==> src/rtl/core/ucpd_pkg.sv <==
// shared types and constants for the utf-8 code point decoder
package ucpd_pkg;

    localparam int CP_W        = 21;
    localparam int BYTE_W      = 8;
    localparam int OUT_TDATA_W = 24;
    localparam int QUEUE_DEPTH = 4;
    localparam int QUEUE_AW    = $clog2(QUEUE_DEPTH);

    localparam logic [BYTE_W-1:0] ASCII_TOP   = 8'h7f;
    localparam logic [BYTE_W-1:0] LEAD2_LO    = 8'hc2;
    localparam logic [BYTE_W-1:0] LEAD2_HI    = 8'hdf;
    localparam logic [BYTE_W-1:0] LEAD3_LO    = 8'he0;
    localparam logic [BYTE_W-1:0] LEAD3_HI    = 8'hef;
    localparam logic [BYTE_W-1:0] LEAD4_LO    = 8'hf0;
    localparam logic [BYTE_W-1:0] LEAD4_HI    = 8'hf4;
    localparam logic [1:0]        CONT_TAG    = 2'b10;

    localparam logic [CP_W-1:0] REPLACEMENT_CP = 21'h00fffd;
    localparam logic [CP_W-1:0] MAX_CP         = 21'h10ffff;
    localparam logic [CP_W-1:0] SURR_LO        = 21'h00d800;
    localparam logic [CP_W-1:0] SURR_HI        = 21'h00dfff;
    localparam logic [CP_W-1:0] MIN_CP_2       = 21'h000080;
    localparam logic [CP_W-1:0] MIN_CP_3       = 21'h000800;
    localparam logic [CP_W-1:0] MIN_CP_4       = 21'h010000;

    // sequence length in continuation bytes
    localparam logic [1:0] SEQ_2BYTE = 2'd1;
    localparam logic [1:0] SEQ_3BYTE = 2'd2;
    localparam logic [1:0] SEQ_4BYTE = 2'd3;

    typedef enum logic [2:0] {
        BYTE_ASCII,
        BYTE_LEAD2,
        BYTE_LEAD3,
        BYTE_LEAD4,
        BYTE_BAD
    } byte_class_t;

    // one queued job: some replacement results, then optionally one final result
    typedef struct packed {
        logic [1:0]      n_fffd;
        logic            has_final;
        logic [CP_W-1:0] final_cp;
    } job_t;

endpackage

==> src/rtl/core/ucpd_front.sv <==
// front end: takes bytes, tracks the pending sequence and builds result jobs
module ucpd_front (
    input  logic                           aclk,
    input  logic                           aresetn,
    input  logic                           s_tvalid,
    output logic                           s_tready,
    input  logic [ucpd_pkg::BYTE_W-1:0]    s_tdata,
    input  logic                           s_tlast,
    input  logic                           q_full,
    output logic                           push,
    output ucpd_pkg::job_t                 push_job
);

    logic [ucpd_pkg::CP_W-1:0] pv_reg, pv_next;
    logic [1:0] need_reg, need_next;
    logic [1:0] taken_reg, taken_next;
    logic [1:0] len_reg, len_next;

    logic                        accept;
    logic                        pending;
    logic                        is_cont;
    ucpd_pkg::byte_class_t       bclass;
    logic [ucpd_pkg::CP_W-1:0]   pv_shift;
    logic [ucpd_pkg::CP_W-1:0]   min_cp;
    logic                        bad_value;
    ucpd_pkg::job_t              job;

    assign s_tready = !q_full;
    assign accept   = s_tvalid && !q_full;
    assign pending  = (need_reg != 2'd0);
    assign is_cont  = (s_tdata[7:6] == ucpd_pkg::CONT_TAG);
    assign pv_shift = {pv_reg[ucpd_pkg::CP_W-7:0], s_tdata[5:0]};

    always_comb begin
        case (s_tdata) inside
            [8'h00:ucpd_pkg::ASCII_TOP]:           bclass = ucpd_pkg::BYTE_ASCII;
            [ucpd_pkg::LEAD2_LO:ucpd_pkg::LEAD2_HI]: bclass = ucpd_pkg::BYTE_LEAD2;
            [ucpd_pkg::LEAD3_LO:ucpd_pkg::LEAD3_HI]: bclass = ucpd_pkg::BYTE_LEAD3;
            [ucpd_pkg::LEAD4_LO:ucpd_pkg::LEAD4_HI]: bclass = ucpd_pkg::BYTE_LEAD4;
            default:                               bclass = ucpd_pkg::BYTE_BAD;
        endcase
    end

    always_comb begin
        case (len_reg)
            ucpd_pkg::SEQ_2BYTE: min_cp = ucpd_pkg::MIN_CP_2;
            ucpd_pkg::SEQ_3BYTE: min_cp = ucpd_pkg::MIN_CP_3;
            default:             min_cp = ucpd_pkg::MIN_CP_4;
        endcase
    end

    assign bad_value = (pv_shift < min_cp) || (pv_shift > ucpd_pkg::MAX_CP) ||
                       ((pv_shift >= ucpd_pkg::SURR_LO) && (pv_shift <= ucpd_pkg::SURR_HI));

    always_comb begin
        pv_next    = pv_reg;
        need_next  = need_reg;
        taken_next = taken_reg;
        len_next   = len_reg;
        job        = '0;
        if (s_tlast) begin
            if (pending) begin
                job.n_fffd = 2'd1 + taken_reg;
                pv_next    = '0;
                need_next  = 2'd0;
                taken_next = 2'd0;
                len_next   = 2'd0;
            end
        end else if (pending && is_cont) begin
            pv_next    = pv_shift;
            need_next  = need_reg - 2'd1;
            taken_next = taken_reg + 2'd1;
            if (need_reg == 2'd1) begin
                job.has_final = 1'b1;
                job.final_cp  = bad_value ? ucpd_pkg::REPLACEMENT_CP : pv_shift;
                pv_next       = '0;
                taken_next    = 2'd0;
                len_next      = 2'd0;
            end
        end else begin
            // new byte; a broken sequence first replays the lead and taken continuations
            if (pending) begin
                job.n_fffd = 2'd1 + taken_reg;
            end
            pv_next    = '0;
            need_next  = 2'd0;
            taken_next = 2'd0;
            len_next   = 2'd0;
            case (bclass)
                ucpd_pkg::BYTE_ASCII: begin
                    job.has_final = 1'b1;
                    job.final_cp  = {13'd0, s_tdata};
                end
                ucpd_pkg::BYTE_LEAD2: begin
                    pv_next   = {16'd0, s_tdata[4:0]};
                    need_next = ucpd_pkg::SEQ_2BYTE;
                    len_next  = ucpd_pkg::SEQ_2BYTE;
                end
                ucpd_pkg::BYTE_LEAD3: begin
                    pv_next   = {17'd0, s_tdata[3:0]};
                    need_next = ucpd_pkg::SEQ_3BYTE;
                    len_next  = ucpd_pkg::SEQ_3BYTE;
                end
                ucpd_pkg::BYTE_LEAD4: begin
                    pv_next   = {18'd0, s_tdata[2:0]};
                    need_next = ucpd_pkg::SEQ_4BYTE;
                    len_next  = ucpd_pkg::SEQ_4BYTE;
                end
                default: begin
                    job.has_final = 1'b1;
                    job.final_cp  = ucpd_pkg::REPLACEMENT_CP;
                end
            endcase
        end
    end

    assign push     = accept && ((job.n_fffd != 2'd0) || job.has_final);
    assign push_job = job;

    always_ff @(posedge aclk) begin
        if (!aresetn) begin
            pv_reg    <= '0;
            need_reg  <= 2'd0;
            taken_reg <= 2'd0;
            len_reg   <= 2'd0;
        end else if (accept) begin
            pv_reg    <= pv_next;
            need_reg  <= need_next;
            taken_reg <= taken_next;
            len_reg   <= len_next;
        end
    end

endmodule

==> src/rtl/core/ucpd_queue.sv <==
// short job queue between front and back
module ucpd_queue (
    input  logic           aclk,
    input  logic           aresetn,
    input  logic           push,
    input  ucpd_pkg::job_t push_job,
    output logic           full,
    input  logic           pop,
    output logic           not_empty,
    output ucpd_pkg::job_t head_job
);

    ucpd_pkg::job_t mem [ucpd_pkg::QUEUE_DEPTH];

    logic [ucpd_pkg::QUEUE_AW-1:0] wr_ptr_reg, rd_ptr_reg;
    logic [ucpd_pkg::QUEUE_AW:0]   count_reg, count_next;
    logic                          do_pop;

    localparam logic [ucpd_pkg::QUEUE_AW:0] DEPTH_CNT =
        (ucpd_pkg::QUEUE_AW+1)'(ucpd_pkg::QUEUE_DEPTH);

    assign full      = (count_reg == DEPTH_CNT);
    assign not_empty = (count_reg != '0);
    assign do_pop    = pop && not_empty;
    assign head_job  = mem[rd_ptr_reg];

    always_comb begin
        count_next = count_reg;
        if (push && !do_pop) begin
            count_next = count_reg + 1'b1;
        end else if (!push && do_pop) begin
            count_next = count_reg - 1'b1;
        end
    end

    always_ff @(posedge aclk) begin
        if (push) begin
            mem[wr_ptr_reg] <= push_job;
        end
    end

    always_ff @(posedge aclk) begin
        if (!aresetn) begin
            wr_ptr_reg <= '0;
            rd_ptr_reg <= '0;
            count_reg  <= '0;
        end else begin
            if (push) begin
                wr_ptr_reg <= wr_ptr_reg + 1'b1;
            end
            if (do_pop) begin
                rd_ptr_reg <= rd_ptr_reg + 1'b1;
            end
            count_reg <= count_next;
        end
    end

endmodule

==> src/rtl/core/ucpd_back.sv <==
// back end: expands each job into result items behind an output register
module ucpd_back (
    input  logic                              aclk,
    input  logic                              aresetn,
    input  logic                              not_empty,
    input  ucpd_pkg::job_t                    head_job,
    output logic                              pop,
    output logic                              m_tvalid,
    input  logic                              m_tready,
    output logic [ucpd_pkg::OUT_TDATA_W-1:0]  m_tdata,
    output logic                              m_tlast
);

    logic                             m_tvalid_reg, m_tvalid_next;
    logic [ucpd_pkg::OUT_TDATA_W-1:0] m_tdata_reg;
    logic                             m_tlast_reg;
    logic [1:0]                       sent_reg, sent_next;

    logic                      load;
    logic                      emit_fffd;
    logic                      emit_last;
    logic [ucpd_pkg::CP_W-1:0] emit_cp;

    assign load      = !m_tvalid_reg || m_tready;
    assign emit_fffd = (sent_reg < head_job.n_fffd);
    assign emit_cp   = emit_fffd ? ucpd_pkg::REPLACEMENT_CP : head_job.final_cp;
    assign emit_last = emit_fffd ? (!head_job.has_final && (sent_reg == head_job.n_fffd - 2'd1))
                                 : 1'b1;
    assign pop       = load && not_empty && emit_last;

    always_comb begin
        sent_next     = sent_reg;
        m_tvalid_next = m_tvalid_reg;
        if (load) begin
            m_tvalid_next = not_empty;
            if (not_empty) begin
                sent_next = emit_last ? 2'd0 : sent_reg + 2'd1;
            end
        end
    end

    always_ff @(posedge aclk) begin
        if (!aresetn) begin
            m_tvalid_reg <= 1'b0;
            sent_reg     <= 2'd0;
        end else begin
            m_tvalid_reg <= m_tvalid_next;
            sent_reg     <= sent_next;
        end
    end

    always_ff @(posedge aclk) begin
        if (load && not_empty) begin
            m_tdata_reg <= {3'd0, emit_cp};
            m_tlast_reg <= emit_last;
        end
    end

    assign m_tvalid = m_tvalid_reg;
    assign m_tdata  = m_tdata_reg;
    assign m_tlast  = m_tlast_reg;

endmodule

==> src/rtl/core/utf8_code_point_decoder_unit.sv <==
// top level of the utf-8 code point decoder
// Decodes a UTF-8 byte stream into Unicode code points. One byte enters per
// item on the s_ side; s_tlast marks end of text and flushes any unfinished
// sequence (its data byte is ignored). Each code point leaves as one item on
// the m_ side, with m_tlast set on the last result that an input byte caused.
// Malformed input gives U+FFFD: an unfinished sequence gives one per byte it
// had taken, and a complete but overlong, surrogate or out-of-range sequence
// gives one. The front end takes one byte per cycle while the job queue is
// not full; the back end sends one result per cycle while m_tready is high,
// so a byte that causes k results (k is at most 4) holds the output while
// they leave. A four-entry job queue between the two lets a burst of such
// bytes, or a stalled m_ side, go on without blocking s_ at once; s_tready
// drops only when that queue is full. Results leave through an output register.
module utf8_code_point_decoder_unit (
    input  logic                              aclk,
    input  logic                              aresetn,
    input  logic                              s_tvalid,
    output logic                              s_tready,
    input  logic [ucpd_pkg::BYTE_W-1:0]       s_tdata,   // [7:0] data_byte
    input  logic                              s_tlast,
    output logic                              m_tvalid,
    input  logic                              m_tready,
    output logic [ucpd_pkg::OUT_TDATA_W-1:0]  m_tdata,   // [20:0] code_point, rest zero
    output logic                              m_tlast
);

    logic           push;
    logic           pop;
    logic           q_full;
    logic           q_not_empty;
    ucpd_pkg::job_t push_job;
    ucpd_pkg::job_t head_job;

    ucpd_front u_front (
        .aclk     (aclk),
        .aresetn  (aresetn),
        .s_tvalid (s_tvalid),
        .s_tready (s_tready),
        .s_tdata  (s_tdata),
        .s_tlast  (s_tlast),
        .q_full   (q_full),
        .push     (push),
        .push_job (push_job)
    );

    ucpd_queue u_queue (
        .aclk      (aclk),
        .aresetn   (aresetn),
        .push      (push),
        .push_job  (push_job),
        .full      (q_full),
        .pop       (pop),
        .not_empty (q_not_empty),
        .head_job  (head_job)
    );

    ucpd_back u_back (
        .aclk      (aclk),
        .aresetn   (aresetn),
        .not_empty (q_not_empty),
        .head_job  (head_job),
        .pop       (pop),
        .m_tvalid  (m_tvalid),
        .m_tready  (m_tready),
        .m_tdata   (m_tdata),
        .m_tlast   (m_tlast)
    );

endmodule

==> config.mk <==
export PLATFORM = sky130hd
export DESIGN_NAME = utf8_code_point_decoder_unit
export DESIGN_NICKNAME = d
export VERILOG_FILES = /design/src/rtl/core/ucpd_pkg.sv /design/src/rtl/core/ucpd_front.sv /design/src/rtl/core/ucpd_queue.sv /design/src/rtl/core/ucpd_back.sv /design/src/rtl/core/utf8_code_point_decoder_unit.sv
export SDC_FILE = /design/constraint.sdc
export NUM_CORES = 1
export LEC_CHECK = 0
export BUFFER_PORTS_ARGS = -buffer_cell sky130_fd_sc_hd__buf_2
export CAP_MARGIN = 20
export CELL_PAD_IN_SITES_DETAIL_PLACEMENT = 0
export CELL_PAD_IN_SITES_GLOBAL_PLACEMENT = 1
export CORE_ASPECT_RATIO = 1.5
export CORE_MARGIN = 2
export CORE_UTILIZATION = 35
export DETAILED_ROUTE_END_ITERATION = 16
export PLACE_DENSITY = 0.64
export SETUP_SLACK_MARGIN = 0.05
export SLEW_MARGIN = 40
export SYNTH_ARGS = -nofsm -noshare
export SYNTH_HDL_FRONTEND = slang
export SYNTH_SLANG_ARGS = --single-unit
==> constraint.sdc <==
create_clock -name aclk -period 7.3 [get_ports aclk]
set_input_delay 1.095 -clock aclk [delete_from_list [all_inputs] [get_ports aclk]]
set_output_delay 1.095 -clock aclk [all_outputs]
set_load 0.1 [all_outputs]
# [Yosys cells after proc, flatten, opt, wreduce, memory -nomap -nowiden]
# Memory sizes are Yosys's and may differ from the RTL's. A register that Yosys moved wholly into a read port is not among the register bits.
# Index checks and enable logic that the tools add are counted.
[classes] add_sub_neg=8 n_mul=0 div=0 magnitude_cmp=13 eq_ne=11 n_shift=0 muxes=36 n_bitwise=0 reduce_logical=32
[op_table] cell="$mux W22" n=3
[op_table] cell="$mux W15" n=4
[op_table] cell="$pmux W22 S2" n=1
[op_table] cell="$pmux W17 S2" n=1
[op_table] cell="$mux W2" n=15
[op_table] cell="$ge A8 B8 Y1 const B" n=3
[op_table] cell="$le A8 B8 Y1 const B" n=3
[op_table] cell="$ge A21 B16 Y1 const B" n=1
[op_table] cell="$gt A21 B21 Y1 const B" n=1
[op_table] cell="$le A21 B16 Y1 const B" n=1
[op_table] cell="$lt A21 B17 Y1" n=1
[op_table] cell="$mux W21" n=1
[op_table] cell="$mux W3" n=6
[op_table] cell="$pmux W5 S3" n=1
[op_table] cell="$logic_and A1 B1 Y1" n=14
[op_table] cell="$ge A8 B1 Y1 const B" n=1
[op_table] cell="$le A8 B7 Y1 const B" n=1
[op_table] cell="$add A2 B1 Y2 const B" n=3
[op_table] cell="$eq A3 B2 Y1 const B" n=2
[op_table] cell="$pmux W2 S3" n=1
[op_table] cell="$reduce_bool A2 Y1" n=3
[op_table] cell="$logic_not A1 Y1" n=5
[op_table] cell="$eq A2 B1 Y1 const B" n=2
[op_table] cell="$eq A2 B2 Y1 const B" n=2
[op_table] cell="17 further kinds" n=24
[word_totals] ff_bits=53 latchBits=0 ramBits=96 romBits=0 inputBits=13 wordCells=112 memories=1
[memory_table] memory="u_queue.mem" depth=4 width=24 rd=1 rd_ports_with_merged_regs=1 wr=1 line="ucpd_queue.sv:13" text="ucpd_pkg::job_t mem [ucpd_pkg::QUEUE_DEPTH];"

# [Longest topological paths before layout]
# Gate-level depths: netlist of run 1.
[logic_depth] ltp_word=17 depth_mapped=14 ltp_nobuf=13

# [Cells and area by module]
# From an unflattened synthesis of run 1, not the netlist that was laid out.
[hier_totals] cells_unflattened=459 area_unflattened_um2=6598.8
[by_module_without_submodules] mod="ucpd_queue" n_inst=1 cells_per_inst=169 area_per_inst_um2=3980.1 seq_area_each_um2=3062.9
[by_module_without_submodules] mod="ucpd_front" n_inst=1 cells_per_inst=211 area_per_inst_um2=1561.5 seq_area_each_um2=420.4
[by_module_without_submodules] mod="ucpd_back" n_inst=1 cells_per_inst=79 area_per_inst_um2=1057.3 seq_area_each_um2=720.7

# [Worst setup path after synthesis of run 1]
# OpenSTA, ideal clock, no wires.
[synth_path] kind="in2reg" from="input s_tdata[3] in the netlist's numbering" to="register u_queue.count_reg[2] in the netlist's numbering" setup_ns=0.071 arrival_time_ns=3.412 t_required_ns=7.229 path_slack_ns=3.817 path_stages=10 path_buffers=0 cell_sequence="nor3_1 > a21oi_1 > a211o_1 > a21oi_1 > ha_1 > inv_1 > fa_1 > xor2_1 > or3_1 > a21oi_1"
[synth_between] elab_chain_cells=16 word_cells_on_any_way=31 cone_classes="order compare: 8; eq/ne: 3; mux: 8; reduce/logical: 12"
[synth_rtl] element="from (decl)" line="utf8_code_point_decoder_unit.sv:19" text="input logic [ucpd_pkg::BYTE_W-1:0] s_tdata,"
[synth_rtl] element="$ge A8 B8 Y1 (no source line) / $le A8 B8 Y1 (equally long branches)"
[synth_rtl] element="$logic_and A1 B1 Y1 (no source line)"
[synth_rtl] element="$mux W3 (3 in a row)" line="ucpd_front.sv:35" text="case (s_tdata) inside"
[synth_rtl] element="$mux W3 (*)" line="ucpd_front.sv:35"
[synth_rtl] element="$eq A3 B1 Y1 / $eq A3 B2 Y1 (equally long branches)" line="ucpd_front.sv:89" text="case (bclass)"
[synth_rtl] element="$reduce_or A3 Y1 (no source line)"
[synth_rtl] element="$pmux W22 S2 (*)" line="ucpd_front.sv:89"
[synth_rtl] element="$mux W22 (*)" line="ucpd_front.sv:69" text="end else if (pending && is_cont) begin"
[synth_rtl] element="$mux W22 (*)" line="ucpd_front.sv:61" text="if (s_tlast) begin"
[synth_rtl] element="$logic_or A1 B1 Y1 (*)" line="ucpd_front.sv:117" text="assign push = accept && ((job.n_fffd != 2'd0) || job.has_final);"
[synth_rtl] element="$logic_and A1 B1 Y1 (*)" line="ucpd_front.sv:117"
[synth_rtl] element="via push" line="utf8_code_point_decoder_unit.sv:27" text="logic push;"
[synth_rtl] element="$logic_not A1 Y1" line="ucpd_queue.sv:31" text="end else if (!push && do_pop) begin"
[synth_rtl] element="$logic_and A1 B1 Y1" line="ucpd_queue.sv:31"
[synth_rtl] element="$reduce_bool A2 Y1 (no source line)"
[synth_rtl] element="to (signal assigned)" line="ucpd_queue.sv:54" text="count_reg <= count_next;"
[synth_rtl] element="to (decl)" line="ucpd_queue.sv:16" text="logic [ucpd_pkg::QUEUE_AW:0] count_reg, count_next;"
# The timed path passes the listed nets; every way through them passes the cells marked *.
# A chain may end at the register's enable or synchronous reset.

# [Worst setup path in the final report of run 1]
# Ends and elaborated chain as after synthesis.

==> flow_summary.toml, run 1 <==
[die]
rows = 60
core_area_um2 = 17800
initial_utilization_pct = 35.3
dieArea_um2 = 19100
dieHeight_um = 168
die_width_um = 113
pin_count = 40

[synth]
avgSynthCellArea_um2 = 14.9
synth.ff_latch_count = 151
synth_top_flop_cell = "edfxtp_1"
ys_warn_count = 0
synthDistinctLibCells = 53
synth_edf_count = 118
async_flop_share_pct = 0
yosysSeqAreaShare_pct = 66.9
synth_area_um2 = 6290
netlist_instances = 423

[detailed_routing]
wl_per_cell_um = 17.8
vias_per_cell = 5.20
wl_um = 12400
ant_nets = 0
drc = 0
drtPass1Iterations = 5
vias = 3629
drtIter0Drc = 250

[sta]
finalSetupViolations = 0
tightest_slew_ps = 937
fin_crit_sh_pct = 49.6
post-route-min-period_ps = 3620
skew_ps = 11.8
drv_slew = 0
rsz0062_at_grt = "false"
max_freq_ghz = 0.276
worst_slack_ps = 3680
hold_viol = 0
finalSetupTns_ps = 0
relSlewSlack_pct = 36.6

[place]
portBuffers = 36
place.detailed.hpwl_um = 8280
gp_congestion = 0.882
dpl_worst_slack_ps = 3280
placed_cell_area_um2 = 6720

[clock_tree]
cts_buffers = 17
post_cts_buffers = 0
clockBufferDepth = 2
post_cts_resized = 0
clkLatencyLatePin_ps = 420
postCtsHoldBufs = 0
cts_tree = "yes"
clk_pin_slew_ps = 60
cts_max_level = 4
clock-sinks = 151
cts_root_buf = "clkbuf_16"

[grt]
antenna_found_initial = 1
grt_max_degree = 27
grt_pass1_wl_um = 20000
gr-usage-all-layers_pct = 13.9
grt_pass1_vias = 3716
overflow = 0

[cells_and_area]
syn_to_final_growth_pct = 17.5
final_area_um2 = 7390
final_nets = 495
multi_input_area_um2 = 1910
mostFrequentLayoutCell = "edfxtp_1"
largest_register_ffs = 96
drive_gt1_share_pct = 25.0
mostFrequentLayoutCells = "118 x edfxtp_1, 36 x buf_2, 33 x dfxtp_1"
fill_cells = 1609
seqCellArea_um2 = 4200

[setup_path]
cp-startpoint = "s_tdata[3]"
reg2regPathDepth = 14
worstPathMaxFanout = 7
r2r_slack_ps = 3710
cp-end-kind = "register"
cp.arrival_ps = 3970
worstReg2RegEnd = "u_queue.count_reg[2]"
setup.worst_path.end = "u_queue.count_reg[2]"
worstPathRequired_ps = 7650
path_class = "in2reg"
startpoint_type = "input pin"

[hold_path]
worst_hold_path_type = "reg2reg"

[power]
irDropWorstVdd_uv = 131
combPwrFrac_pct = 30.9
seq_power_share_pct = 36.7
power_switching_share_pct = 35.5
p_int_w = 0.00197
powerDensity_nw_per_um2 = 413
p_leak_nw = 2.60
netSwitchingPower_w = 0.00108
power_frac_clock_pct = 32.3

[flow_run]
maxCapViolations = 0

[run_status]
status = "complete, no violations"
## cell type report
| cell class | count | share of cell area (%) |
|---|---|---|
| antenna | 1 | 0.0339 |
| clock buffer | 17 | 5.75 |
| clock inverter | 14 | 3.32 |
| inverter | 24 | 1.22 |
| multi-input combinational | 229 | 25.8 |
| sequential | 151 | 56.9 |
| tap | 217 | 3.67 |
| timing repair buffer | 45 | 3.35 |
## stage by stage
stage	hold WS (ps)	power (W)	std cells	utilization, %
floorplan	455	0.00193	425	-
detailed placement	467	0.00210	666	37.8
CTS	479	0.00309	697	41.5
finish	470	0.00305	698	41.5
global route	496	0.00320	698	41.5
global placement	452	0.00209	666	37.7
## layer usage
layer  track usage, %  wire (um)  up-vias
met2             23.7       6480       92
met3             3.24        460       20
li1                 -          -     1707
met5                0          0        -
met4             6.31        340        0
met1             16.6       5120     1810
## critical path, cell delays in order
cell	delay [ps]
buf_2	140
nor3_1	320
a21oi_1	160
a211o_1	350
a21oi_1	540
ha_1	290
inv_1	60
fa_1	380
xor2_1	170
or3_1	310
a21oi_1	150
## worst min-delay path by stage
| stage | cells after the start | to | start |
|---|---|---|---|
| 6_report | 2 | u_back.m_tvalid | u_back.m_tvalid |
| 5_1_grt | 2 | u_back.m_tvalid | u_back.m_tvalid |
| 3_3_place_gp | 2 | u_back.m_tvalid | u_back.m_tvalid |
| 2_1_floorplan | 2 | register | u_queue.rd_ptr_reg[1] |
| 4_1_cts | 2 | u_back.m_tvalid | u_back.m_tvalid |
| 3_5_place_dp | 2 | u_back.m_tvalid | u_back.m_tvalid |
## cells in the mapped netlist (all sizes together) (2+ instances only)
library cell	n	area share, %
o21a	10	1.2
a22oi	10	1.2
inv	23	1.4
nor2	23	1.4
nor3	13	1.0
or2	16	1.6
a21boi	2	0.30
o21ai	13	1.0
a2111oi	2	0.28
a21oi	20	1.6
nor2b	7	0.70
or3	4	0.40
a211oi	5	0.60
a21o	2	0.24
nand4	2	0.20
nand2	15	0.90
o31ai	3	0.36
clkbuf	12	0.72
mux4	24	8.6
nor4	3	0.30
edfxtp	118	56
mux2i	5	0.80
buf	9	0.92
or4	2	0.24
and3	4	0.40
ha	13	2.6
xor2	2	0.28
a32o	4	0.64
and2	5	0.50
dfxtp	33	11
## kinds of logic (layout without fill, tap and decap cells)
group,after synthesis,in the layout,synth area share (%)
adder cells (fa/ha/maj),14,14,2.90
AO/OA/AOI/OAI,77,77,8.32
AND/OR/NAND/NOR,102,102,8.63
flip-flops,151,151,66.9
XOR/XNOR,4,4,0.776
multiplexers,29,29,9.39
other,1,4,0.0596
buffers and inverters,45,100,3.06
## power by group through the flow
stage                     Sequential (W)  Clock, W  Combinational [W]
after detailed placement         0.00114         0           0.000962
after global routing             0.00113   0.00105            0.00102
final                            0.00112  0.000988           0.000945
after CTS                        0.00112   0.00101           0.000964
after floorplan                  0.00152         0           0.000405
after global placement           0.00114         0           0.000948
Power figures use the tool's default switching activity.
==> run 2, diff against run 1 <==
- clock period: 7.3 -> 3.54 ns (I/O delays scaled with it)
==> run 2 against run 1 <==
Cell count grew 0.57%. Wire length shrank 0.91%. Cell area shrank 1.0%. Clock skew shrank 0.87 ps. Setup slack lost 3300 ps.
==> flow_summary.toml, run 2 (synthesis results as in run 1) <==
[sta]
tightest_slew_ps = 754
post-route-min-period_ps = 3180
drv_slew = 0
rsz0062_at_grt = "false"
fin_crit_sh_pct = 89.7
max_freq_ghz = 0.315
hold_viol = 0
worst_slack_ps = 364
relSlewSlack_pct = 49.6
finalSetupTns_ps = 0
finalSetupViolations = 0
skew_ps = 10.9

[cells_and_area]
seqCellArea_um2 = 4200
n_antenna_cell = 0
drive_gt1_share_pct = 24.9
final_area_um2 = 7320
fin_cells = 702
mostFrequentLayoutCells = "118 x edfxtp_1, 36 x buf_2, 33 x dfxtp_1"
largest_register_ffs = 96
fill_cells = 1620
final_nets = 500
multi_input_area_um2 = 1910
syn_to_final_growth_pct = 16.4
mostFrequentLayoutCell = "edfxtp_1"

[clock_tree]
clockBufferDepth = 2
post_cts_resized = 0
clkLatencyLatePin_ps = 410
postCtsHoldBufs = 0
cts_buffers = 17
cts_tree = "yes"
clock-sinks = 151
clk_pin_slew_ps = 60
cts_root_buf = "clkbuf_16"
post_cts_buffers = 0
cts_max_level = 4

[setup_path]
startpoint_type = "register"
critPathBufInv = 3
max_stage_delay_ps = 550
cp-end-kind = "register"
cp_slowest_cell = "mux4_2"
path_delay_family = "adder cells"
path_class = "reg2reg"
worstPathMaxFanout = 7
cp.arrival_ps = 3520
worstPathRequired_ps = 3890
crit_top_cell = "inv_1"
path_cells = "mux4_2 > inv_1 > ha_1 > a21oi_1 > a21boi_2 > inv_1 > nand2_1 > ha_1 > inv_1 > fa_1 > xor2_1 > or3_1 > a21oi_1"

[grt]
overflow = 0
grt_max_degree = 27
antenna_found_initial = 0
gr-usage-all-layers_pct = 13.6
grt_pass1_vias = 3721
grt_pass1_wl_um = 19800

[die]
die_width_um = 113
rows = 60
dieArea_um2 = 19100
dieHeight_um = 168
pin_count = 40
initial_utilization_pct = 35.3
core_area_um2 = 17800

[detailed_routing]
wl_per_cell_um = 17.5
drtIter0Drc = 189
drtPass1Iterations = 4
wl_um = 12300
ant_nets = 0
drc = 0
vias = 3625
vias_per_cell = 5.16

[run_status]
status = "complete, no violations"

[flow_run]
maxCapViolations = 0

[power]
power_w = 0.00599
irDropWorstVdd_uv = 375
p_leak_nw = 2.57
powerDensity_nw_per_um2 = 819

[place]
gp_congestion = 0.812
dp_cells = 671
placed_cell_area_um2 = 6750
place.detailed.hpwl_um = 8310
portBuffers = 36
dpl_worst_slack_ps = 327

[hold_path]
worst_hold_path_type = "in2reg"
-- run 2: changes by cell type in the layout (fill, tap and decap cells not counted), sizes merged --
cell / delta
buf: +5
clkinv: +5
bufinv: -4
inv: -3
clkbuf: +1
clkinvlp: +1
diode: -1
-- run 2: final cells by class --
class	instances	area share (%)
sequential	151	57.4
multi-input combinational	229	26.0
clock buffer	18	5.86
timing repair buffer	50	3.90
tap	217	3.71
clock inverter	13	1.81
inverter	24	1.23
-- run 2: power by group --
group	leakage, nW	switching (W)	total [W]	internal (W)
Clock	0.271	0.000679	0.00171	0.00103
Sequential	1.37	0.0000793	0.00232	0.00224
Combinational	0.929	0.00145	0.00196	0.000516
Total	2.57	0.00221	0.00599	0.00379
-- run 2: final timing paths --
kind / from / endpoint / slack (ps) / depth (start not counted)
setup reg to reg: register / u_queue.count_reg[2] / 360 / 13
setup / recovery: register / u_queue.count_reg[2] / 360 / 13
hold reg to reg: u_back.m_tvalid / u_back.m_tvalid / 480 / 2
hold / removal: m_tready / u_back.m_tvalid / 390 / 4
-- run 2: per-layer routing --
layer / global-route usage, % / routed length (um)
met4: 5.78 / 214
met5: 0 / 0
met3: 2.56 / 519
met1: 15.8 / 4900
met2: 24.4 / 6660
-- run 2: worst min-delay path, delay by kind of cell --
kind,cells,cell delay (ps)
and+or+nand+nor,1,60
AOI/OAI and AO/OA,1,50
buffers and inverters,2,110
-- run 2: stage by stage --
stage	util, %	hold WS (ps)
6_report	41.1	389
5_1_grt	41.1	394
4_1_cts	41.1	374
3_5_place_dp	37.9	472
3_3_place_gp	37.9	454
2_1_floorplan	-	455
